==> src/hdl/pfra_pkg.sv <==
// Shared types and constants for the per-frame ring allocator.
package pfra_pkg;

    localparam int FRAMES     = 4;
    localparam int FRAME_W    = (FRAMES > 1) ? $clog2(FRAMES) : 1;
    localparam int ALIGN_BITS = 8;
    localparam int POS_W      = 24;
    localparam int CNT_W      = 25;

    localparam logic [CNT_W-1:0] REGION_MAX   = CNT_W'(1) << POS_W;
    localparam logic [CNT_W-1:0] REGION_RESET = CNT_W'(10485760);

    localparam logic ACT_ALLOC = 1'b0;
    localparam logic ACT_FRAME = 1'b1;

    typedef struct packed {
        logic             action;
        logic [1:0]       frame_index;
        logic [CNT_W-1:0] request_bytes;
    } t_in_word;

    typedef struct packed {
        logic             granted;
        logic [POS_W-1:0] offset;
        logic [CNT_W-1:0] granted_bytes;
    } t_out_word;

endpackage

==> src/hdl/pfra_frame_mem.sv <==
// Per-frame byte counters: synchronous memory with per-entry valid bits.
module pfra_frame_mem
    import pfra_pkg::*;
(
    input  logic               i_clk,
    input  logic               i_rst_n,
    input  logic               i_rd_en,
    input  logic [FRAME_W-1:0] i_rd_addr,
    output logic [CNT_W-1:0]   o_rd_data,
    input  logic               i_wr_en,
    input  logic [FRAME_W-1:0] i_wr_addr,
    input  logic [CNT_W-1:0]   i_wr_data
);

    logic [CNT_W-1:0] r_mem [FRAMES];
    logic [FRAMES-1:0] r_vld;
    logic [CNT_W-1:0] r_rd_data;
    logic             r_rd_vld;

    always_ff @(posedge i_clk) begin
        if (i_wr_en) begin
            r_mem[i_wr_addr] <= i_wr_data;
        end
        if (i_rd_en) begin
            r_rd_data <= r_mem[i_rd_addr];
        end
    end

    always_ff @(posedge i_clk) begin
        if (!i_rst_n) begin
            r_vld    <= '0;
            r_rd_vld <= 1'b0;
        end else begin
            if (i_wr_en) begin
                r_vld[i_wr_addr] <= 1'b1;
            end
            if (i_rd_en) begin
                r_rd_vld <= r_vld[i_rd_addr];
            end
        end
    end

    assign o_rd_data = r_rd_vld ? r_rd_data : '0;

endmodule

==> src/hdl/per_frame_ring_allocator.sv <==
// Per-frame ring allocator over a configurable byte region.
// Each accepted word first reads its frame counter from the per-frame memory
// (a registered read), then in the execute state updates head, tail and the
// in-use total and writes the counter back; a new word is taken only once the
// previous one has left the execute state, so words never overlap. A result
// that is not taken holds the execute state until the output register frees
// up. All counters are cleared at reset; no clearing pass is needed.
module per_frame_ring_allocator
    import pfra_pkg::*;
(
    input  logic             i_clk,
    input  logic             i_rst_n,
    input  logic             i_cfg_we,
    input  logic [CNT_W-1:0] i_cfg_data,
    input  logic             i_in_valid,
    output logic             o_in_ready,
    input  t_in_word         i_in_word,
    output logic             o_out_valid,
    input  logic             i_out_ready,
    output t_out_word        o_out_word
);

    localparam logic ST_IDLE = 1'b0;
    localparam logic ST_EXEC = 1'b1;

    logic             r_state, n_state;
    logic [CNT_W-1:0] r_region;
    logic [POS_W-1:0] r_head, n_head;
    logic [POS_W-1:0] r_tail, n_tail;
    logic [CNT_W-1:0] r_in_use, n_in_use;
    logic             r_act;
    logic [FRAME_W-1:0] r_frame;
    logic [CNT_W:0]   r_size;
    logic [CNT_W-1:0] r_total;
    logic             r_out_vld, n_out_vld;
    t_out_word        r_out, n_out;

    logic               w_in_acc;
    logic               w_go;
    logic [FRAME_W-1:0] w_frame;
    logic [CNT_W:0]     w_sum;
    logic [CNT_W-1:0]   w_fb;
    logic               w_wr_en;
    logic [CNT_W-1:0]   w_wr_data;

    logic [CNT_W-1:0] w_size;
    logic             w_big;
    logic [CNT_W-1:0] w_room;
    logic [CNT_W-1:0] w_to_end;
    logic             w_grant;
    logic             w_wrap;
    logic [POS_W-1:0] w_off;
    logic [CNT_W-1:0] w_nh_sum;
    logic [CNT_W-1:0] w_nh;
    logic [CNT_W-1:0] w_charge;
    logic [CNT_W:0]   w_nt_sum;
    logic [CNT_W:0]   w_nt;

    assign o_in_ready  = (r_state == ST_IDLE);
    assign w_in_acc    = i_in_valid && o_in_ready;
    assign w_go        = (r_state == ST_EXEC) && (!r_out_vld || i_out_ready);
    assign w_frame     = i_in_word.frame_index[FRAME_W-1:0];
    assign w_sum       = {1'b0, i_in_word.request_bytes} + (CNT_W+1)'((1 << ALIGN_BITS) - 1);
    assign o_out_valid = r_out_vld;
    assign o_out_word  = r_out;

    pfra_frame_mem u_frame_mem (
        .i_clk     (i_clk),
        .i_rst_n   (i_rst_n),
        .i_rd_en   (w_in_acc),
        .i_rd_addr (w_frame),
        .o_rd_data (w_fb),
        .i_wr_en   (w_wr_en),
        .i_wr_addr (r_frame),
        .i_wr_data (w_wr_data)
    );

    always_ff @(posedge i_clk) begin
        if (w_in_acc) begin
            r_act   <= i_in_word.action;
            r_frame <= w_frame;
            r_size  <= {w_sum[CNT_W:ALIGN_BITS], ALIGN_BITS'(0)};
            r_total <= (r_region > REGION_MAX) ? REGION_MAX : r_region;
        end
        if (w_go) begin
            r_out <= n_out;
        end
    end

    always_comb begin
        w_size   = r_size[CNT_W-1:0];
        w_big    = r_size > {1'b0, r_total};
        w_room   = {1'b0, r_tail - r_head};
        w_to_end = ({1'b0, r_head} < r_total) ? r_total - {1'b0, r_head} : '0;
        w_grant  = 1'b0;
        w_wrap   = 1'b0;
        if (w_big) begin
            w_grant = 1'b0;
        end else if (r_tail > r_head) begin
            w_grant = w_size <= w_room;
        end else if (r_tail < r_head) begin
            if (w_size <= w_to_end) begin
                w_grant = 1'b1;
            end else begin
                w_wrap  = 1'b1;
                w_grant = (r_tail != '0) && (w_size <= {1'b0, r_tail});
            end
        end else begin
            w_grant = (r_in_use == '0);
        end
        w_off    = w_wrap ? '0 : r_head;
        w_nh_sum = {1'b0, w_off} + w_size;
        w_nh     = (w_nh_sum >= r_total) ? w_nh_sum - r_total : w_nh_sum;
        w_charge = (w_wrap ? w_to_end : '0) + (w_grant ? w_size : '0);
        w_nt_sum = {2'b0, r_tail} + {1'b0, w_fb};
        w_nt     = (w_nt_sum >= {1'b0, r_total}) ? w_nt_sum - {1'b0, r_total} : w_nt_sum;

        n_state   = r_state;
        n_head    = r_head;
        n_tail    = r_tail;
        n_in_use  = r_in_use;
        n_out_vld = r_out_vld && !i_out_ready;
        n_out     = '0;
        w_wr_en   = 1'b0;
        w_wr_data = '0;

        case (r_state)
            ST_IDLE: begin
                if (w_in_acc) begin
                    n_state = ST_EXEC;
                end
            end
            ST_EXEC: begin
                if (w_go) begin
                    n_state   = ST_IDLE;
                    n_out_vld = 1'b1;
                    if (r_act == ACT_FRAME) begin
                        if (w_fb != '0) begin
                            n_tail    = w_nt[POS_W-1:0];
                            n_in_use  = (r_in_use >= w_fb) ? r_in_use - w_fb : '0;
                            w_wr_en   = 1'b1;
                            w_wr_data = '0;
                        end
                    end else begin
                        if (w_grant) begin
                            n_head = w_nh[POS_W-1:0];
                        end else if (w_wrap) begin
                            n_head = '0;
                        end
                        n_in_use  = r_in_use + w_charge;
                        w_wr_en   = w_grant || w_wrap;
                        w_wr_data = w_fb + w_charge;
                        n_out.granted       = w_grant;
                        n_out.offset        = w_grant ? w_off : '0;
                        n_out.granted_bytes = w_grant ? w_size : '0;
                    end
                end
            end
            default: begin
                n_state = ST_IDLE;
            end
        endcase
    end

    always_ff @(posedge i_clk) begin
        if (!i_rst_n) begin
            r_state   <= ST_IDLE;
            r_region  <= REGION_RESET;
            r_head    <= '0;
            r_tail    <= '0;
            r_in_use  <= '0;
            r_out_vld <= 1'b0;
        end else begin
            if (i_cfg_we) begin
                r_region <= i_cfg_data;
            end
            r_state   <= n_state;
            r_head    <= n_head;
            r_tail    <= n_tail;
            r_in_use  <= n_in_use;
            r_out_vld <= n_out_vld;
        end
    end

`ifndef SYNTHESIS
    a_busy_after_accept: assert property (@(posedge i_clk) disable iff (!i_rst_n)
        w_in_acc |=> !o_in_ready)
        else $error("input taken while a word is in execution");

    a_idle_result_zero: assert property (@(posedge i_clk) disable iff (!i_rst_n)
        (o_out_valid && !o_out_word.granted) |->
            (o_out_word.offset == '0 && o_out_word.granted_bytes == '0))
        else $error("refused result carries offset or size");

    a_hold_exec: assert property (@(posedge i_clk) disable iff (!i_rst_n)
        (r_state == ST_EXEC && o_out_valid && !i_out_ready) |=>
            (r_state == ST_EXEC && $stable(o_out_word)))
        else $error("execute cycle left while result register is blocked");
`endif

endmodule
==> config.mk <==
export PLATFORM = sky130hd
export DESIGN_NAME = per_frame_ring_allocator
export DESIGN_NICKNAME = d
export VERILOG_FILES = /design/src/hdl/pfra_pkg.sv /design/src/hdl/pfra_frame_mem.sv /design/src/hdl/per_frame_ring_allocator.sv
export SDC_FILE = /design/constraint.sdc
export NUM_CORES = 1
export LEC_CHECK = 0
export BUFFER_PORTS_ARGS = -buffer_cell sky130_fd_sc_hd__buf_4
export CAP_MARGIN = 20
export CORE_ASPECT_RATIO = 1.4
export CORE_MARGIN = 2
export CORE_UTILIZATION = 48
export CTS_BUF_LIST = sky130_fd_sc_hd__clkbuf_8
export CTS_CLUSTER_SIZE = 8
export DETAILED_ROUTE_END_ITERATION = 6
export SLEW_MARGIN = 30
export SYNTH_ARGS = -nofsm -noshare
export SYNTH_HDL_FRONTEND = slang
export SYNTH_HIERARCHICAL = 1
export SYNTH_SLANG_ARGS = --single-unit
==> constraint.sdc <==
create_clock -name i_clk -period 23.3 [get_ports i_clk]
set_input_delay 2.33 -clock i_clk [delete_from_list [all_inputs] [get_ports i_clk]]
set_output_delay 2.33 -clock i_clk [all_outputs]
set_load 0.02 [all_outputs]
==> impl_results.md, run 1 <==
* Async SR Flop Fraction at 0%
* Die Wd at 198 um
* Main synth FF type: edfxtp_1
* Worst Clk Skew at 0.0449 ns
* Synth top area cells: edfxtp_1 (25%), ha_1 (15%), dfxtp_1 (8.3%)
* H-Tree Depth at 2
* Cells after Synth at 2690
* Slowest CP cell: o311ai_0
* Clk pwr share at 23.7%
* Nets at 3158
* DRC viols at 0
* Max VDD drop at 0.0000849 V
* Clock buffers created by TritonCTS at 53
* Leak at 12.3 nW
* CTS clk-pin slew, worst paths at 0.07 ns
* Crit. Startpoint: r_head[1]$_SDFFE_PN0P_
* Core ar. at 52000 sq um
* R2R setup slack at 11.44 ns
* 1st-pass router iterations at 5
* Pin count of the biggest net entering global routing at 49
* Peak per-stage delay on the critical path at 0.57 ns
* First-pass GRT wire length at 124000 um
* Register area share after synthesis at 33.7%
* Post-CTS Setup Bufs at 0
* CP endpoint kind: flop
* Placed cells at 3398
* Final instance area at 27800 sq um
* Mapped cell area at 25200 sq um
* Net switching power at 0.000926 W
* Fin crit period at 11.86 ns
* Max Freq at 0.0843 GHz
* GRT Util Overall at 30.4%
* GRT Residual Overflow at 0
* Rel. slew slack at 36.3%
* Via count at 21200
* Die ar. at 54400 sq um
* Max_cap viols at 0
* Via density at 6.07
* EDFF count, synth at 213
* Finish-stage setup viols at 0
* Setup TNS Final at 0 ns
* Critical path class: reg2reg
* IO Count at 110
* Path category of the worst min-delay check: reg2reg
* Final WL at 82900 um
* Hold_buf cts at 0
* Fin. max-slew vios at 0
* Iteration-0 DRC Markers at 1346
* Crit start category: flop
* WP data arrival at 12.44 ns
* Post-CTS Resized at 0
* Largest area contributor in the netlist: edfxtp_1
* Max Root-Sink Buffers at 3
* Initial antenna violation count at 1
* TritonCTS clock tree: built
* Switching part of the total at 41.0%
* Starting density of the core at 48.4%
* RD Place Congestion at 0.958
* RSZ-0062 raised after global routing: false
* Core Rows at 99
* Vias in the first global route at 21800
* PwrDens at 81.4 nW/um^2
* Sequential share of power at 29.5%
* Routed len/inst at 23.7 um
* Layout Cells excl Fill at 3499
* Layout cells sized above 1 at 9.43%
* Worst R2R Start: r_head[1]$_SDFFE_PN0P_
* Syn Area/Cell at 9.37 sq um
* Area Overhead vs Synth at 10.1%
* Final Hold Viols at 0
* CTS root buf: clkbuf_8
* Fillers at 4832
* PortBufs at 101
* PnR Total Power at 0.00226 W
* WP data required at 23.88 ns
* Hold wc startpoint: u_frame_mem/r_vld[0]$_SDFFE_PN0P_
* Crit Path Max Fanout at 5
* Post-synth cell types at 103
* Post-DP HPWL at 65500 um
* Clock sink count at 318
* Yosys warning total at 6
* Outcome: completed
* Chip Height at 275 um
* Register bit total from synthesis at 318
* Least-Margin Pin Slew at 0.953 ns
* Share of the synthesized area in the top cell type at 25.4%
* Placed cell area at 26600 sq um
* ANT nets after route at 0
* Final period util at 50.9%
* P_int at 0.00133 W
* Logic pwr share at 46.8%
* Clock latency on the worst-skew pair at 0.68 ns
-- state kept, by name, indices dropped and copies added, names as in the netlist, 2 cells and up --
register	flops
u_frame_mem/r_mem	100
o_out_word	42
r_in_use	25
r_region	25
r_total	25
u_frame_mem/r_rd_data	25
r_head	24
r_tail	24
r_size	18
u_frame_mem/r_vld	4
r_frame	2
-- cells in the mapped netlist (38+ instances only) --
cell type  count
a21o_1        99
a21oi_1      197
and2_1        77
and3_1        52
clkbuf_1      51
dfxtp_1      105
edfxtp_1     213
ha_1         293
inv_1        177
mux2i_1       56
nand2_1      136
nand3_1       66
nand4_1       38
nor2_1       219
nor2b_1       44
nor3_1        73
o21ai_0      138
xnor2_1      126
xor2_1        69
-- final cells by class --
type	count	area (sq um)	area share [%]
repair buffers	125	958	3.45
well taps	656	821	2.96
diodes	1	2.50	0.00902
clock inverters	41	317	1.14
clock buffers	59	812	2.93
multi-input cells	2122	15700	56.5
flip-flops and latches	318	8500	30.6
inverters	177	664	2.39
-- cell usage in the layout (no fill, tap or decap), types with 10 or more instances in the layout --
cell | synthesis | final
a21oi_1 | 197 | 197
o21a_1 | 31 | 31
o31ai_1 | 12 | 12
inv_1 | 177 | 200
a31oi_1 | 28 | 28
o21ai_0 | 138 | 138
dfxtp_1 | 105 | 104
o221ai_1 | 13 | 13
clkbuf_8 | 0 | 59
edfxtp_1 | 213 | 213
a21o_1 | 99 | 99
and3_1 | 52 | 51
xnor2_1 | 126 | 126
nor2_1 | 219 | 218
buf_4 | 9 | 124
fa_1 | 10 | 10
and2_1 | 77 | 76
a211oi_1 | 19 | 19
o21bai_1 | 32 | 32
mux4_2 | 18 | 18
nor2b_1 | 44 | 42
nand2b_1 | 21 | 21
or3_1 | 19 | 19
nand3_1 | 66 | 66
nand2_1 | 136 | 136
nor3_1 | 73 | 71
nand4_1 | 38 | 38
ha_1 | 293 | 293
xor2_1 | 69 | 69
mux2i_1 | 56 | 56
nor4_1 | 36 | 36
a21boi_0 | 11 | 11
-- layer usage --
metal | share of wire, % | wire length, um | GRT usage, %
met1 | 39 | 32400 | 33.9
met2 | 50 | 41300 | 54.7
met3 | 3.7 | 3070 | 3.31
met4 | 7.3 | 6090 | 20.1
met5 | 0 | 0 | 0
-- critical path, delay by kind of cell (launching register included) --
kind                       cells  cell delay [ns]
AOI/OAI and AO/OA             20             5.53
xor gates and xnor gates       2             0.47
adders and majority gates      5             1.55
buffers and inverters          2             0.19
DFF                            1             0.41
muxes                          1             0.20
and+or+nand+nor               13             3.42
-- through the flow --
stage | setup slack [ns] | util (%) | hold slack, ns
after floorplan | 14.13 | - | 0.432
after global placement | 11.75 | 51.1 | 0.446
after detailed placement | 11.63 | 51.2 | 0.450
after CTS | 11.54 | 53.3 | 0.466
after global routing | 10.95 | 53.3 | 0.480
final | 11.44 | 53.3 | 0.462
-- cells by family (layout without fill, tap and decap cells) --
| group | count (synthesis) | in the layout | share of synthesized area (%) |
|---|---|---|---|
| fa+ha+maj | 303 | 303 | 15.3 |
| xor+xnor | 196 | 196 | 6.87 |
| mux | 82 | 82 | 4.61 |
| simple gates | 830 | 830 | 16.9 |
| flops | 318 | 318 | 33.7 |
| compound gates | 703 | 703 | 18.2 |
| buf+inv | 257 | 402 | 4.28 |
| other cells | 1 | 9 | 0.0149 |
-- worst paths after layout --
check,end,depth (start not counted)
worst max-delay path,r_in_use[24]$_SDFFE_PN0P_,43
worst min-delay path,u_frame_mem/r_vld[0]$_SDFFE_PN0P_,1
worst max register to register,r_in_use[24]$_SDFFE_PN0P_,43
worst min register to register,u_frame_mem/r_vld[0]$_SDFFE_PN0P_,1
-- power by group through the flow --
stage	Sequential, W	Clock [W]	Combinational, W
after global routing	0.000669	0.000573	0.00115
final	0.000667	0.000536	0.00106
after global placement	0.000678	0	0.00102
after floorplan	0.000669	0	0.000763
after detailed placement	0.000678	0	0.00103
after CTS	0.000666	0.000551	0.00104
(Power assumes the default switching activity.)
==> inputs of run 2 (changes only) <==
Clock period 23.3 ns to 11.3 ns, I/O delays scaled along.
==> impl_results.md, run 2 (synthesis results as in run 1) <==
* Outcome: finished, violations left
* Failing checks: design-rule violations
* Clock sink count at 318 (unchanged)
* Peak per-stage delay on the critical path at 0.47 ns (-0.10 ns)
* Area Overhead vs Synth at 10.4%
* Sequential share of power at 29.5% (about the same)
* Post-CTS Setup Bufs at 0 (unchanged)
* PnR Total Power at 0.00467 W (+110%)
* Hold slack final at 0.462 ns (+0.000732 ns)
* Commonest non-fill, non-tap cells in the layout: ha_1 (293), nor2_1 (219), edfxtp_1 (213)
* Fillers at 4815 (-0.35%)
* Max FFs per register at 100 (unchanged)
* Most used cell, CP: a21oi_1
* RSZ-0062 raised after global routing: false
* Worst Clk Skew at 0.0597 ns (+0.0149 ns)
* Layout Cells excl Fill at 3500 (+0.029%)
* Rel. slew slack at 24.6% (-12 points)
* Switching part of the total at 41.0% (about the same)
* Least-Margin Pin Slew at 1.12 ns (+0.167 ns)
* RD Place Congestion at 0.983 (+2.6%)
* Layout cells sized above 1 at 9.57% (+0.14 points)
* Slowest CP cell: nor4_4
* Largest register by flop count: u_frame_mem/r_mem
* H-Tree Depth at 2 (unchanged)
* Final period util at 96.5% (+46 points)
* Finish-stage setup viols at 0 (unchanged)
* Iteration-0 DRC Markers at 1472 (+9.4%)
* Crit start category: flop
* Die ar. at 54400 sq um (unchanged)
* Post-DP HPWL at 66000 um (+0.67%)
* Final Hold Viols at 0 (unchanged)
* CTS clk-pin slew, worst paths at 0.06 ns (about the same)
* R2R setup slack at 0.40 ns (-11.04 ns)
* Commonest non-fill, non-tap cell in the layout: ha_1
* Vias in the first global route at 21800 (+0.40%)
* Max Freq at 0.0917 GHz (+8.8%)
* TritonCTS clock tree: built
* P_int at 0.00275 W (+110%)
* Via density at 6.13 (+1.1%)
* Net switching power at 0.00191 W (+110%)
* Worst Hold Depth at 1 (unchanged)
* Setup TNS Final at 0 ns (unchanged)
* Storage cell area at 8500 sq um (unchanged)
* GRT Util Overall at 30.8% (+0.45 points)
* WP data required at 11.74 ns (-12.14 ns)
* 1st-pass router iterations at 7 (+2)
* Path category of the worst min-delay check: reg2reg
* Via count at 21500 (+1.1%)
* Pin count of the biggest net entering global routing at 44 (-10%)
* WP data arrival at 11.34 ns (-1.10 ns)
* Placed cells at 3399 (+0.029%)
* CTS root buf: clkbuf_8
* Max Root-Sink Buffers at 3 (unchanged)
* Initial antenna violation count at 1 (unchanged)
* Nets at 3161 (+0.095%)
* Clock buffers created by TritonCTS at 54 (+1.9%)
* PwrDens at 168 nW/um^2 (+110%)
* FF-to-FF path depth at 44 (+2.3%)
* Max_cap viols at 0 (unchanged)
* CP endpoint kind: flop
* Core ar. at 52000 sq um (unchanged)
* Clk pwr share at 23.7% (about the same)
* PortBufs at 101 (unchanged)
* Starting density of the core at 48.4% (unchanged)
* Fin crit period at 10.90 ns (-0.957 ns)
* Final WL at 84000 um (+1.3%)
* ANT nets after route at 0 (unchanged)
* Logic pwr share at 46.9% (about the same)
* Clock latency on the worst-skew pair at 0.69 ns (about the same)
* IO Count at 110 (unchanged)
* Die Wd at 198 um (unchanged)
* Leak at 12.3 nW (about the same)
* Core Rows at 99 (unchanged)
* First-pass GRT wire length at 126000 um (+1.4%)
* Fin. max-slew vios at 0 (unchanged)
* Multi-input gate area at 15700 sq um (+0.22%)
* Max VDD drop at 0.000102 V (+20%)
* Routed len/inst at 24.0 um (+1.3%)
* Critical path class: reg2reg
* DRC viols at 2 (+2)
* GRT Residual Overflow at 0 (unchanged)
* Chip Height at 275 um (unchanged)
* Crit Path Max Fanout at 17 (+12)
[run 2: cell types whose count changed in the layout (fill, tap and decap cells not counted), moves of 2 or more]
cell	delta
clkinvlp_4	+2
buf_4	+2
clkbuf_8	+4
inv_1	-4
clkinv_1	+2
clkinv_2	-3
[run 2: repair_timing]
| action | CTS | global route |
|---|---|---|
| resized for setup | 0 | 7 |
| hold buffers | 0 | 0 |
| endpoints found under the setup margin | 0 | 29 |
[run 2: through the flow]
| step | setup slack, ns | area, sq um | utilization (%) |
|---|---|---|---|
| final | 0.398 | 27800 | 53.4 |
| after global routing | 0.0273 | 27800 | 53.4 |
| after CTS | 0.194 | 27700 | 53.3 |
| after detailed placement | 0.257 | 26600 | 51.1 |
| after global placement | 0.226 | 26600 | 51.1 |
| after floorplan | 2.13 | 25200 | - |
[run 2: power by group through the flow]
| stage | registers [W] | logic, W | clock network [W] |
|---|---|---|---|
| detailed placement | 0.00140 | 0.00213 | 0 |
| floorplan | 0.00138 | 0.00157 | 0 |
| global route | 0.00138 | 0.00238 | 0.00118 |
| global placement | 0.00140 | 0.00211 | 0 |
| finish | 0.00138 | 0.00219 | 0.00110 |
| CTS | 0.00137 | 0.00215 | 0.00113 |
[run 2: worst max-delay path, delay by kind of cell (launching register included)]
kind / cells / cell delay (ns)
multiplexers: 1 / 0.26
XOR/XNOR: 2 / 0.37
buffers and inverters: 2 / 0.27
AND/OR/NAND/NOR: 10 / 2.29
flip-flops: 1 / 0.43
AO/OA/AOI/OAI: 25 / 5.80
adder cells (fa/ha/maj): 4 / 1.24
[run 2: per-layer routing]
metal,GRT usage [%],wire length (um)
met2,54.5,41200
met3,3.73,3330
met5,0,0
met4,21.6,6480
met1,34.5,32900
[run 2: cell type report]
class	count	share of cell area, %
multi-input cells	2122	56.5
flip-flops and latches	318	30.6
repair buffers	127	3.50
clock buffers	63	3.12
well taps	656	2.95
inverters	177	2.39
clock inverters	36	0.963
diodes	1	0.00900
[run 2: worst paths after layout]
check / endpoint / startpoint
worst max-delay path: u_frame_mem/r_mem[0][24]$_DFFE_PP_ / r_head[1]$_SDFFE_PN0P_
worst min-delay path: u_frame_mem/r_vld[0]$_SDFFE_PN0P_ / u_frame_mem/r_vld[0]$_SDFFE_PN0P_
worst max register to register: u_frame_mem/r_mem[0][24]$_DFFE_PP_ / r_head[1]$_SDFFE_PN0P_
worst min register to register: u_frame_mem/r_vld[0]$_SDFFE_PN0P_ / u_frame_mem/r_vld[0]$_SDFFE_PN0P_
